$ cat config.mk
export PLATFORM = sky130hd
export DESIGN_NAME = windowed_pid_speed_controller_flat
export DESIGN_NICKNAME = d
export VERILOG_FILES = /design/src/wspc_pkg.sv /design/src/wspc_sample_if.sv /design/src/wspc_result_if.sv /design/src/windowed_pid_speed_controller.sv /design/src/wspc_cell.sv /design/src/flat_wrapper.sv
export SDC_FILE = /design/constraint.sdc
export NUM_CORES = 2
export LEC_CHECK = 0
export ABC_AREA = 1
export BUFFER_PORTS_ARGS = -buffer_cell sky130_fd_sc_hd__buf_2
export CORE_ASPECT_RATIO = 0.7
export CORE_UTILIZATION = 55
export DETAILED_ROUTE_END_ITERATION = 16
export PLACE_DENSITY = 0.76
export SLEW_MARGIN = 10
export SYNTH_ARGS = -nofsm -noshare
export SYNTH_HDL_FRONTEND = slang
export SYNTH_HIERARCHICAL = 1
export SYNTH_SLANG_ARGS = --single-unit
$ cat constraint.sdc
create_clock -name clk -period 11.1 [get_ports clk]
set_input_delay 2.22 -clock clk [delete_from_list [all_inputs] [get_ports clk]]
set_output_delay 2.22 -clock clk [all_outputs]
set_load 0.01 [all_outputs]
$ cat src/wspc_pkg.sv
// Package with widths, constants and register codes of the windowed PID speed controller.
`timescale 1ns / 1ps
`default_nettype none

package wspc_pkg;

    localparam int TARGET_W = 10;
    localparam int MEAS_W   = 12;
    localparam int GAIN_W   = 10;
    localparam int REV_W    = 9;
    localparam int THR_W    = 12;
    localparam int DRIVE_W  = 27;
    localparam int AIM_W    = 17;
    localparam int ERR_W    = 18;
    localparam int DIFF_W   = ERR_W + 1;

    localparam int CFG_INDEX_W = 3;
    localparam int CFG_DATA_W  = 12;

    localparam int HISTORY_DEPTH_DEFAULT = 9;

    localparam logic [AIM_W-1:0] STOP_AIM = AIM_W'(99999);
    localparam logic signed [DRIVE_W-1:0] DRIVE_MAX = DRIVE_W'(67108863);

    localparam logic [GAIN_W-1:0]       GAIN_P_RESET  = GAIN_W'(300);
    localparam logic [GAIN_W-1:0]       GAIN_D_RESET  = GAIN_W'(2);
    localparam logic [GAIN_W-1:0]       GAIN_I_RESET  = GAIN_W'(8);
    localparam logic signed [REV_W-1:0] REVERSE_RESET = -REV_W'(50);
    localparam logic [THR_W-1:0]        THRESH_RESET  = THR_W'(5);

    typedef enum logic [CFG_INDEX_W-1:0] {
        CFG_GAIN_PROPORTIONAL    = 3'd0,
        CFG_GAIN_DERIVATIVE      = 3'd1,
        CFG_GAIN_INTEGRAL        = 3'd2,
        CFG_REVERSE_DRIVE        = 3'd3,
        CFG_STOP_SPEED_THRESHOLD = 3'd4
    } cfg_index_t;

endpackage

`default_nettype wire

$ cat src/wspc_sample_if.sv
// Interface of the input channel that carries one control tick.
`timescale 1ns / 1ps
`default_nettype none

interface wspc_sample_if;

    logic                          valid;
    logic                          ready;
    logic [wspc_pkg::TARGET_W-1:0] target_speed;
    logic                          stop_request;
    logic [wspc_pkg::MEAS_W-1:0]   measured_speed;

    modport source (
        output valid,
        output target_speed,
        output stop_request,
        output measured_speed,
        input  ready
    );

    modport sink (
        input  valid,
        input  target_speed,
        input  stop_request,
        input  measured_speed,
        output ready
    );

endinterface

`default_nettype wire

$ cat src/wspc_result_if.sv
// Interface of the output channel that carries one drive command.
`timescale 1ns / 1ps
`default_nettype none

interface wspc_result_if;

    logic                                valid;
    logic                                ready;
    logic signed [wspc_pkg::DRIVE_W-1:0] drive_value;
    logic                                braking;

    modport source (
        output valid,
        output drive_value,
        output braking,
        input  ready
    );

    modport sink (
        input  valid,
        input  drive_value,
        input  braking,
        output ready
    );

endinterface

`default_nettype wire

$ cat src/windowed_pid_speed_controller.sv
// Top level of the windowed PID speed controller.
//
// Each transfer on the sample channel carries a target speed, a stop request and a
// measured speed; each one yields exactly one transfer on the result channel with the
// drive command and the braking flag, in order.
// The past errors sit in a chain of HISTORY_DEPTH cells that shift on every accepted
// sample, and a running sum of the chain gives the window integral without an adder tree.
// The pipeline has three register stages: error terms, gain products, and the
// saturated output register. A sample's result passes through all three in order, and one
// sample can be accepted in every cycle while the receiver keeps taking results.
// Each stage has its own valid bit, so a sample is still taken while a finished result
// waits; when the receiver stalls, the stages fill up and the sample channel drops ready
// only once all three are occupied. Nothing is lost while stalled.
// The gain and brake registers are written through the plain configuration port and
// must only change while no sample is in flight.
// Reset clears the error history, the running sum and all valid bits, and loads the
// default gains, reverse drive and threshold; the block is ready as soon as reset is released.
`timescale 1ns / 1ps
`default_nettype none

module windowed_pid_speed_controller #(
    parameter int HISTORY_DEPTH = wspc_pkg::HISTORY_DEPTH_DEFAULT
) (
    input  wire logic                               clk,
    input  wire logic                               rst_n,
    wspc_sample_if.sink                             sample,
    wspc_result_if.source                           result,
    input  wire logic                               cfg_write_en,
    input  wire logic [wspc_pkg::CFG_INDEX_W-1:0]   cfg_index,
    input  wire logic [wspc_pkg::CFG_DATA_W-1:0]    cfg_data
);

    localparam int ERR_W   = wspc_pkg::ERR_W;
    localparam int DIFF_W  = wspc_pkg::DIFF_W;
    localparam int WIN_W   = ERR_W + $clog2(HISTORY_DEPTH + 1);
    localparam int GS_W    = wspc_pkg::GAIN_W + 1;
    localparam int PP_W    = GS_W + ERR_W;
    localparam int PD_W    = GS_W + DIFF_W;
    localparam int PI_W    = GS_W + WIN_W;
    localparam int SUM_W   = PI_W + 2;
    localparam int DRIVE_W = wspc_pkg::DRIVE_W;

    // Configuration registers.
    logic [wspc_pkg::GAIN_W-1:0]       gain_p_reg;
    logic [wspc_pkg::GAIN_W-1:0]       gain_d_reg;
    logic [wspc_pkg::GAIN_W-1:0]       gain_i_reg;
    logic signed [wspc_pkg::REV_W-1:0] reverse_reg;
    logic [wspc_pkg::THR_W-1:0]        thresh_reg;

    always_ff @(posedge clk or negedge rst_n)
    begin
        if (!rst_n)
        begin
            gain_p_reg  <= wspc_pkg::GAIN_P_RESET;
            gain_d_reg  <= wspc_pkg::GAIN_D_RESET;
            gain_i_reg  <= wspc_pkg::GAIN_I_RESET;
            reverse_reg <= wspc_pkg::REVERSE_RESET;
            thresh_reg  <= wspc_pkg::THRESH_RESET;
        end
        else if (cfg_write_en)
        begin
            unique case (cfg_index)
                wspc_pkg::CFG_GAIN_PROPORTIONAL:
                    gain_p_reg <= cfg_data[wspc_pkg::GAIN_W-1:0];
                wspc_pkg::CFG_GAIN_DERIVATIVE:
                    gain_d_reg <= cfg_data[wspc_pkg::GAIN_W-1:0];
                wspc_pkg::CFG_GAIN_INTEGRAL:
                    gain_i_reg <= cfg_data[wspc_pkg::GAIN_W-1:0];
                wspc_pkg::CFG_REVERSE_DRIVE:
                    reverse_reg <= cfg_data[wspc_pkg::REV_W-1:0];
                wspc_pkg::CFG_STOP_SPEED_THRESHOLD:
                    thresh_reg <= cfg_data[wspc_pkg::THR_W-1:0];
                default:
                begin
                end
            endcase
        end
    end

    // Handshake of the three stages.
    logic s1_valid_reg;
    logic s2_valid_reg;
    logic out_valid_reg;
    logic s3_ready;
    logic s2_ready;
    logic s1_ready;
    logic accept;

    assign s3_ready     = !out_valid_reg || result.ready;
    assign s2_ready     = !s2_valid_reg || s3_ready;
    assign s1_ready     = !s1_valid_reg || s2_ready;
    assign sample.ready = s1_ready;
    assign accept       = sample.valid && s1_ready;

    // Error history chain.
    logic signed [ERR_W-1:0] err;
    logic signed [ERR_W-1:0] tap [HISTORY_DEPTH];

    genvar k;
    generate
        for (k = 0; k < HISTORY_DEPTH; k++)
        begin : g_chain
            if (k == 0)
            begin : g_head
                wspc_cell #(.WIDTH(ERR_W)) u_cell (
                    .clk      (clk),
                    .rst_n    (rst_n),
                    .shift_en (accept),
                    .d        (err),
                    .q        (tap[k])
                );
            end
            else
            begin : g_body
                wspc_cell #(.WIDTH(ERR_W)) u_cell (
                    .clk      (clk),
                    .rst_n    (rst_n),
                    .shift_en (accept),
                    .d        (tap[k-1]),
                    .q        (tap[k])
                );
            end
        end
    endgenerate

    // Stage one: error, change and window sum.
    logic [wspc_pkg::AIM_W-1:0] aim;
    logic signed [DIFF_W-1:0]   diff;
    logic signed [WIN_W-1:0]    window;
    logic signed [WIN_W-1:0]    hist_sum_reg;
    logic signed [WIN_W-1:0]    hist_sum_next;

    assign aim = sample.stop_request ? wspc_pkg::STOP_AIM
                                     : wspc_pkg::AIM_W'(sample.target_speed);
    assign err = $signed({1'b0, aim}) - $signed(ERR_W'(sample.measured_speed));
    assign diff = DIFF_W'(err) - DIFF_W'(tap[0]);
    assign window = hist_sum_reg + WIN_W'(err);
    assign hist_sum_next = accept ? (window - WIN_W'(tap[HISTORY_DEPTH-1])) : hist_sum_reg;

    always_ff @(posedge clk or negedge rst_n)
    begin
        if (!rst_n)
        begin
            hist_sum_reg <= '0;
        end
        else
        begin
            hist_sum_reg <= hist_sum_next;
        end
    end

    logic signed [ERR_W-1:0]  err_reg;
    logic signed [DIFF_W-1:0] diff_reg;
    logic signed [WIN_W-1:0]  win_reg;
    logic                     s1_stop_reg;
    logic                     s1_slow_reg;

    always_ff @(posedge clk)
    begin
        if (accept)
        begin
            err_reg     <= err;
            diff_reg    <= diff;
            win_reg     <= window;
            s1_stop_reg <= sample.stop_request;
            s1_slow_reg <= sample.measured_speed < thresh_reg;
        end
    end

    // Stage two: gain products.
    logic signed [PP_W-1:0] prod_p_reg;
    logic signed [PD_W-1:0] prod_d_reg;
    logic signed [PI_W-1:0] prod_i_reg;
    logic                   s2_stop_reg;
    logic                   s2_slow_reg;

    always_ff @(posedge clk)
    begin
        if (s2_ready && s1_valid_reg)
        begin
            prod_p_reg  <= PP_W'($signed({1'b0, gain_p_reg})) * PP_W'(err_reg);
            prod_d_reg  <= PD_W'($signed({1'b0, gain_d_reg})) * PD_W'(diff_reg);
            prod_i_reg  <= PI_W'($signed({1'b0, gain_i_reg})) * PI_W'(win_reg);
            s2_stop_reg <= s1_stop_reg;
            s2_slow_reg <= s1_slow_reg;
        end
    end

    // Stage three: sum, clamp and brake selection.
    logic signed [SUM_W-1:0]   pid_sum;
    logic signed [DRIVE_W-1:0] drive_next;
    logic                      braking_next;
    logic signed [DRIVE_W-1:0] drive_reg;
    logic                      braking_reg;

    assign pid_sum = SUM_W'(prod_p_reg) + SUM_W'(prod_d_reg) + SUM_W'(prod_i_reg);

    always_comb
    begin
        braking_next = 1'b0;
        priority if (s2_stop_reg && s2_slow_reg)
        begin
            drive_next = '0;
        end
        else if (s2_stop_reg)
        begin
            drive_next   = DRIVE_W'(reverse_reg);
            braking_next = 1'b1;
        end
        else if (pid_sum <= SUM_W'(0))
        begin
            drive_next = '0;
        end
        else if (pid_sum > SUM_W'(wspc_pkg::DRIVE_MAX))
        begin
            drive_next = wspc_pkg::DRIVE_MAX;
        end
        else
        begin
            drive_next = pid_sum[DRIVE_W-1:0];
        end
    end

    always_ff @(posedge clk)
    begin
        if (s3_ready && s2_valid_reg)
        begin
            drive_reg   <= drive_next;
            braking_reg <= braking_next;
        end
    end

    // Valid bits.
    always_ff @(posedge clk or negedge rst_n)
    begin
        if (!rst_n)
        begin
            s1_valid_reg  <= 1'b0;
            s2_valid_reg  <= 1'b0;
            out_valid_reg <= 1'b0;
        end
        else
        begin
            if (s1_ready)
            begin
                s1_valid_reg <= sample.valid;
            end
            if (s2_ready)
            begin
                s2_valid_reg <= s1_valid_reg;
            end
            if (s3_ready)
            begin
                out_valid_reg <= s2_valid_reg;
            end
        end
    end

    assign result.valid       = out_valid_reg;
    assign result.drive_value = drive_reg;
    assign result.braking     = braking_reg;

endmodule

`default_nettype wire

$ cat src/wspc_cell.sv
// One cell of the error history chain: holds one past error and passes it on each transfer.
`timescale 1ns / 1ps
`default_nettype none

module wspc_cell #(
    parameter int WIDTH = wspc_pkg::ERR_W
) (
    input  wire logic                    clk,
    input  wire logic                    rst_n,
    input  wire logic                    shift_en,
    input  wire logic signed [WIDTH-1:0] d,
    output      logic signed [WIDTH-1:0] q
);

    logic signed [WIDTH-1:0] q_reg;
    logic signed [WIDTH-1:0] q_next;

    always_comb
    begin
        q_next = q_reg;
        if (shift_en)
        begin
            q_next = d;
        end
    end

    always_ff @(posedge clk or negedge rst_n)
    begin
        if (!rst_n)
        begin
            q_reg <= '0;
        end
        else
        begin
            q_reg <= q_next;
        end
    end

    assign q = q_reg;

endmodule

`default_nettype wire

$ cat src/flat_wrapper.sv
// flat-port wrapper written by rule: the top's interface ports become plain ports
module windowed_pid_speed_controller_flat 
#(
    parameter int HISTORY_DEPTH = wspc_pkg::HISTORY_DEPTH_DEFAULT
)
  (clk, rst_n, cfg_write_en, cfg_index, cfg_data, sample_valid, sample_target_speed, sample_stop_request, sample_measured_speed, sample_ready, result_valid, result_drive_value, result_braking, result_ready);
  wspc_sample_if sample_i ();
  wspc_result_if result_i ();
  input  wire logic clk;
  input  wire logic rst_n;
  input  wire logic cfg_write_en;
  input  wire logic [wspc_pkg::CFG_INDEX_W-1:0] cfg_index;
  input  wire logic [wspc_pkg::CFG_DATA_W-1:0] cfg_data;
  input wire logic [$bits(sample_i.valid)-1:0] sample_valid;
  input wire logic [$bits(sample_i.target_speed)-1:0] sample_target_speed;
  input wire logic [$bits(sample_i.stop_request)-1:0] sample_stop_request;
  input wire logic [$bits(sample_i.measured_speed)-1:0] sample_measured_speed;
  output wire logic [$bits(sample_i.ready)-1:0] sample_ready;
  output wire logic [$bits(result_i.valid)-1:0] result_valid;
  output wire logic [$bits(result_i.drive_value)-1:0] result_drive_value;
  output wire logic [$bits(result_i.braking)-1:0] result_braking;
  input wire logic [$bits(result_i.ready)-1:0] result_ready;
  assign sample_i.valid = sample_valid;
  assign sample_i.target_speed = sample_target_speed;
  assign sample_i.stop_request = sample_stop_request;
  assign sample_i.measured_speed = sample_measured_speed;
  assign sample_ready = sample_i.ready;
  assign result_valid = result_i.valid;
  assign result_drive_value = result_i.drive_value;
  assign result_braking = result_i.braking;
  assign result_i.ready = result_ready;
  windowed_pid_speed_controller #(.HISTORY_DEPTH(HISTORY_DEPTH)) u_core (.clk(clk), .rst_n(rst_n), .sample(sample_i), .result(result_i), .cfg_write_en(cfg_write_en), .cfg_index(cfg_index), .cfg_data(cfg_data));
endmodule
---- Word-level counts from Yosys, hierarchy flattened ----
Cells that the tools add are included.
operators by class
  add/subtract/negate cells ............... 6
  multipliers ............................. 3
  order comparisons ....................... 3
  eq/ne operators ......................... 4
  mux-type cells .......................... 5
  reduce and logical (&&, ||, !) cells .... 16
operator list
  kind                                                  count
  two-way mux 27 bit                                    3
  > comparator 35 x 27 -> 1 bit, second input constant  1
  <= comparator 35 x 1 -> 1 bit, second input constant  1
  adder 31 x 33 -> 34 bit                               1
  multiplier 11 x 22 -> 33 bit                          1
  adder 29 x 30 -> 31 bit                               1
  multiplier 11 x 19 -> 30 bit                          1
  multiplier 11 x 18 -> 29 bit                          1
  adder 22 x 18 -> 22 bit                               1
  subtractor 22 x 18 -> 22 bit                          1
  subtractor 18 x 18 -> 19 bit                          1
  subtractor 17 x 12 -> 18 bit                          1
  two-way mux 17 bit                                    1
  < comparator 12 bit                                   1
  AND reduction 2 bit                                   5
  equality test 3 x 2 -> 1 bit, second input constant   2
  logical AND 1 bit                                     4
  equality test 3 x 1 -> 1 bit, second input constant   1
  equality test 3 bit, second input constant            1
  logical NOT 1 bit                                     3
  logical NOT 3 bit                                     1
  logical OR 1 bit                                      3
  two-way mux 1 bit                                     1
word-level totals
  register bits after elaboration ......... 421
  input bits .............................. 43
  output and inout port bits .............. 30
  word-level logic and storage cells ...... 67

---- Longest topological paths before layout ----
  depth in word-level cells ............... 6
  depth in mapped cells ................... 34
  gate-level depth less buffers ........... 33

---- Modules after synthesis ----
The synthesis kept the hierarchy.
modules (own cells, without submodules)
  module                         instances  cells each  area each (sq um)  sequential area each (sq um)
  windowed_pid_speed_controller  1          4729        38189.1            7414.6
  wspc_cell                      9          76          710.7              450.4

---- Worst setup path before layout ----
OpenSTA, ideal clock, no wires.
  path kind ............................... input port to flip-flop
  start ................................... input port sample_stop_request
  end ..................................... register u_core.hist_sum_reg[21]
  setup time .............................. 0.076 ns
  arrival time ............................ 6.969 ns
  required time ........................... 11.024 ns
  path slack .............................. 4.055 ns
  cell stages on the path ................. 30
  buffers on the path ..................... 1
  cells stage by stage .................... clkbuf_1 > or2_2 > fa_1 > a21oi_1 > o21bai_1 > a21oi_1 > inv_1 > a21oi_1 > o21bai_1 > nand2_1 > inv_1 > o21ai_0 > ha_1 > a21o_1 > a21oi_1 > o21ai_0 > a21oi_1 > o21ai_0 > a211oi_1 > xor2_1 > ha_1 > inv_1 > nor3_1 > nand2_1 > or3_1 > nand3_1 > inv_1 > nand2_1 > nand3_1 > nand2_1
between the ends
  word-level cells in the longest chain between the ends .. 4
ends and longest elaborated chain
  item                          line                                  RTL
  start: declaration            flat_wrapper.sv:16                    input wire logic [$bits(sample_i.stop_request)-1:0] sample_stop_request;
  two-way mux 17 bit            windowed_pid_speed_controller.sv:133  assign aim = sample.stop_request ? wspc_pkg::STOP_AIM
  subtractor 17 x 12 -> 18 bit  windowed_pid_speed_controller.sv:135  assign err = $signed({1'b0, aim}) - $signed(ERR_W'(sample.measured_speed));
  named net u_core.err[12]      windowed_pid_speed_controller.sv:96   logic signed [ERR_W-1:0] err;
  adder 22 x 18 -> 22 bit       windowed_pid_speed_controller.sv:137  assign window = hist_sum_reg + WIN_W'(err);
  named net u_core.window[19]   windowed_pid_speed_controller.sv:129  logic signed [WIN_W-1:0] window;
  subtractor 22 x 18 -> 22 bit  windowed_pid_speed_controller.sv:138  assign hist_sum_next = accept ? (window - WIN_W'(tap[HISTORY_DEPTH-1])) : hist_sum_reg;
  end signal: assignment        windowed_pid_speed_controller.sv:148  hist_sum_reg <= hist_sum_next;
  end: declaration              windowed_pid_speed_controller.sv:130  logic signed [WIN_W-1:0] hist_sum_reg;
The timed path passes the listed nets, and every way through them passes these cells.
A chain may end at the register's enable or synchronous reset.

---- Worst setup path after layout ----
Same ends and word-level chain as after synthesis.

==> summary.md <==
| Metric | Value |
|---|---|
| Cell type with the largest total area after synthesis | `sky130_fd_sc_hd__fa_1` |
| Die width | `between 300 and 400 um` |
| Violation count after the first detailed-route iteration | `roughly 3000` |
| Seq/Total Area, Yosys | `25.7%` |
| Violations in the final reports | `DRC` |
| Cells on worst reg2reg path | `18` |
| Cts repair resizes | `0` |
| Hold path startpoint | `u_core/g_chain[6].g_body.u_cell/q[15]` |
| Accumulated negative setup slack | `0 ns` |
| Cell row count | `between 80 and 90` |
| Source of the worst register-to-register timing path | `u_core/gain_i_reg[6]` |
| Post-synthesis instance total | `5413` |
| Number of antenna violations at the first check in global routing | `7` |
| Count of H-tree levels built during CTS | `2` |
| Layout net count | `around 6300` |
| Post-DR vias/cell | `5.24` |
| Setup repair after global routing missed its margin | `false` |
| Final-report hold violation count | `0` |
| Synthesis warning total | `6` |
| Initial Util | `between 50% and 60%` |
| Placed wire-length estimate | `90.7 mm` |
| Die span in y | `240 um` |
| Number of port buffers | `72` |
| Crit path time final | `7.54 ns` |
| Full die area | `about 82000 um2` |
| Count of distinct cell types in the synthesized netlist | `around 50` |
| Max Cap Viol | `0` |
| Share of the synthesized area in the top cell type | `approximately a quarter` |
| Total routing resource utilization after global routing | `28.5%` |
| Type of element launching the critical path | `primary input` |
| Clk_lat worst skew | `0.60 ns` |
| Final period utilization | `roughly 68%` |
| Setup Viol. Count Final | `0` |
| Flip-flop and latch count after synthesis | `421` |
| Category of cells accounting for the largest share of critical-path delay | `compound AO/OA/AOI/OAI gates` |
| Setup slack of the most critical reg-to-reg path | `between 4 and 5 ns` |
| Worst hold path type | `reg -> reg` |
| GPL Wtd Cong | `0.928` |
| Measured slew at the worst slew-check pin | `1.03 ns` |
| Ratio of cells with drive above 1 in the final layout | `under 10%` |
| Clock buffer count from CTS | `43` |
| Detailed-routing iteration count for the pre-antenna-repair pass | `14` |
| Largest net degree at the start of global routing | `roughly 140` |
| Grt ovf | `0` |
| Clock tree from TritonCTS | `yes` |
| Post-route cell area | `between 40000 and 50000 um2` |
| Bufs on Longest Clock Path | `3` |
| Number of antenna diodes | `0` |
| DRT antenna net count | `0` |
| Crit-path slowest cell | `sky130_fd_sc_hd__o21ai_0` |
| Number of flip-flops in the largest register | `144` |
| Cell area after technology mapping | `between 40000 and 50000 um2` |
| Residual DRC count | `4` |
| Required arrival time at the worst endpoint | `11.57 ns` |
| Cell types with the largest area share after synthesis | `sky130_fd_sc_hd__fa_1, sky130_fd_sc_hd__nand2_1, sky130_fd_sc_hd__dfrtp_1, sky130_fd_sc_hd__edfxtp_1, sky130_fd_sc_hd__inv_1` |
| Root buf cell | `sky130_fd_sc_hd__clkbuf_16` |
| Worst Setup Path Type | `in -> reg` |
| Buffers & Inverters on Critical Path | `6` |
| Synthesized area per cell | `between 8 and 9 um2` |
| CP Max Fanout | `15` |
| Number of global-route vias before repair | `around 34000` |
| Post-CTS repair timing setup buffer count | `0` |
| Critical path data arrival time | `between 8 and 9 ns` |
| First-pass GRT wire length | `roughly 180 mm` |
| Placed Area | `between 40000 and 50000 um2` |
| Core Footprint | `79400 um2` |
| Top achievable clock speed | `133 MHz` |
| Pins over their slew limit | `0` |
| Net count after synthesis | `about 6300` |
| Total clock sinks | `around 420` |
| Reg-to-reg critical path endpoint | `u_core/prod_i_reg[28]` |
| Largest clock skew in the final design | `between 0.02 and 0.03 ns` |
| Run status | `finished, violations left` |
| Type of destination of the critical path | `flip-flop` |
| Wirelength, routed | `111 mm` |
| Cells on Worst Hold Path | `2` |
| Critical Path Max Stage Delay | `0.45 ns` |
| Relative slew margins | `between 30% and 40%` |
| Routed vias | `roughly 34000` |
| Hold endpoint | `u_core/g_chain[6].g_body.u_cell/q[15]` |
| I/O pins | `73` |
| Layout-stage area growth over the synthesis result | `5.49%` |
| WL per Instance | `between 15 and 20 um` |
| Post-CTS Hold Fix Bufs | `0` |
| Clk slew on worst S/H paths | `approximately 0.060 ns` |
[per-layer routing]
layer	up-vias	global-route usage, %	share of wire (%)
li1	16100	-	-
met1	16400	42.0	46
met2	1201	42.8	42
met3	158	5.72	9.3
met4	0	7.43	2.6
met5	-	0	0
[synthesized netlist by cell type, drive strengths merged]
cell type / count
nand2: 1759
inv: 1222
fa: 561
ha: 322
dfrtp: 224
a21oi: 194
edfxtp: 183
nor2: 158
o21ai: 145
nand3: 126
clkbuf: 119
xor2: 94
xnor2: 63
buf: 50
nor3: 29
a21o: 18
a31oi: 18
nand4: 16
or2: 15
dfstp: 14
o21bai: 14
nand3b: 10
nor4: 10
o21a: 9
o31ai: 9
a21boi: 6
o211ai: 6
a211oi: 5
a221oi: 4
o221ai: 3
and2: 2
o2111ai: 2
a31o: 1
and3: 1
or3: 1
[layout by cell type (no fill, tap or decap), drive strengths merged, types with 9 or more instances in the layout]
cell type  count
nand4         16
nor4          10
nand3b        10
ha           322
a21o          18
o31ai          9
edfxtp       183
nand3        126
nor2         158
xnor2         63
clkinv        11
inv         1226
dfstp         14
a31oi         18
buf           82
fa           561
nor3          29
a21oi        194
o21a           9
o21bai        14
nand2       1759
or2           15
clkbuf        57
dfrtp        224
o21ai        145
xor2          94
[per-stage QoR]
| step | hold slack [ns] | utilization, % | std cells | setup WS [ns] |
|---|---|---|---|---|
| floorplan | 0.400 | - | 5413 | 4.05 |
| global placement | 0.455 | 57.3 | 6382 | 3.08 |
| detailed placement | 0.459 | 57.3 | 6382 | 3.01 |
| CTS | 0.473 | 59.2 | 6462 | 3.63 |
| global route | 0.486 | 59.2 | 6462 | 3.08 |
| finish | 0.470 | 59.2 | 6462 | 3.56 |
[worst min-delay path, stage by stage (launching register included)]
cell and delay, ns:
sky130_fd_sc_hd__dfrtp_1 0.34, sky130_fd_sc_hd__nand2_1 0.05, sky130_fd_sc_hd__nand2_1 0.05
[layout make-up]
cell class,count,area [um2]
Clock buffer,57,1230
Clock inverter,23,305
Fill cell,6995,32400
Inverter,1222,4660
Multi-Input combinational cell,3601,27600
Sequential cell,421,11500
Tap cell,1056,1320
Timing Repair Buffer,82,458
[kinds of logic after synthesis]
family,synth area share (%)
buffers and inverters,12.4
DFF,25.7
adders and majority gates,34.2
xor gates and xnor gates,3.08
and+or+nand+nor,19.1
AOI/OAI and AO/OA,5.42
[worst max-delay path by stage]
stage | from | to | slack, ns | cells past startpoint
final | sample_stop_request | u_core/hist_sum_reg[21] | 3.56 | 32
after global routing | sample_stop_request | u_core/hist_sum_reg[21] | 3.08 | 32
after CTS | sample_stop_request | u_core/hist_sum_reg[21] | 3.63 | 32
after detailed placement | sample_stop_request | u_core/hist_sum_reg[21] | 3.01 | 32
after global placement | sample_stop_request | u_core/hist_sum_reg[21] | 3.08 | 32
after floorplan | sample_stop_request | u_core/hist_sum_reg[21] | 4.05 | 30
Power is not shown: default switching activity piles up to over one toggle a cycle in this logic, so the estimate is an artifact.
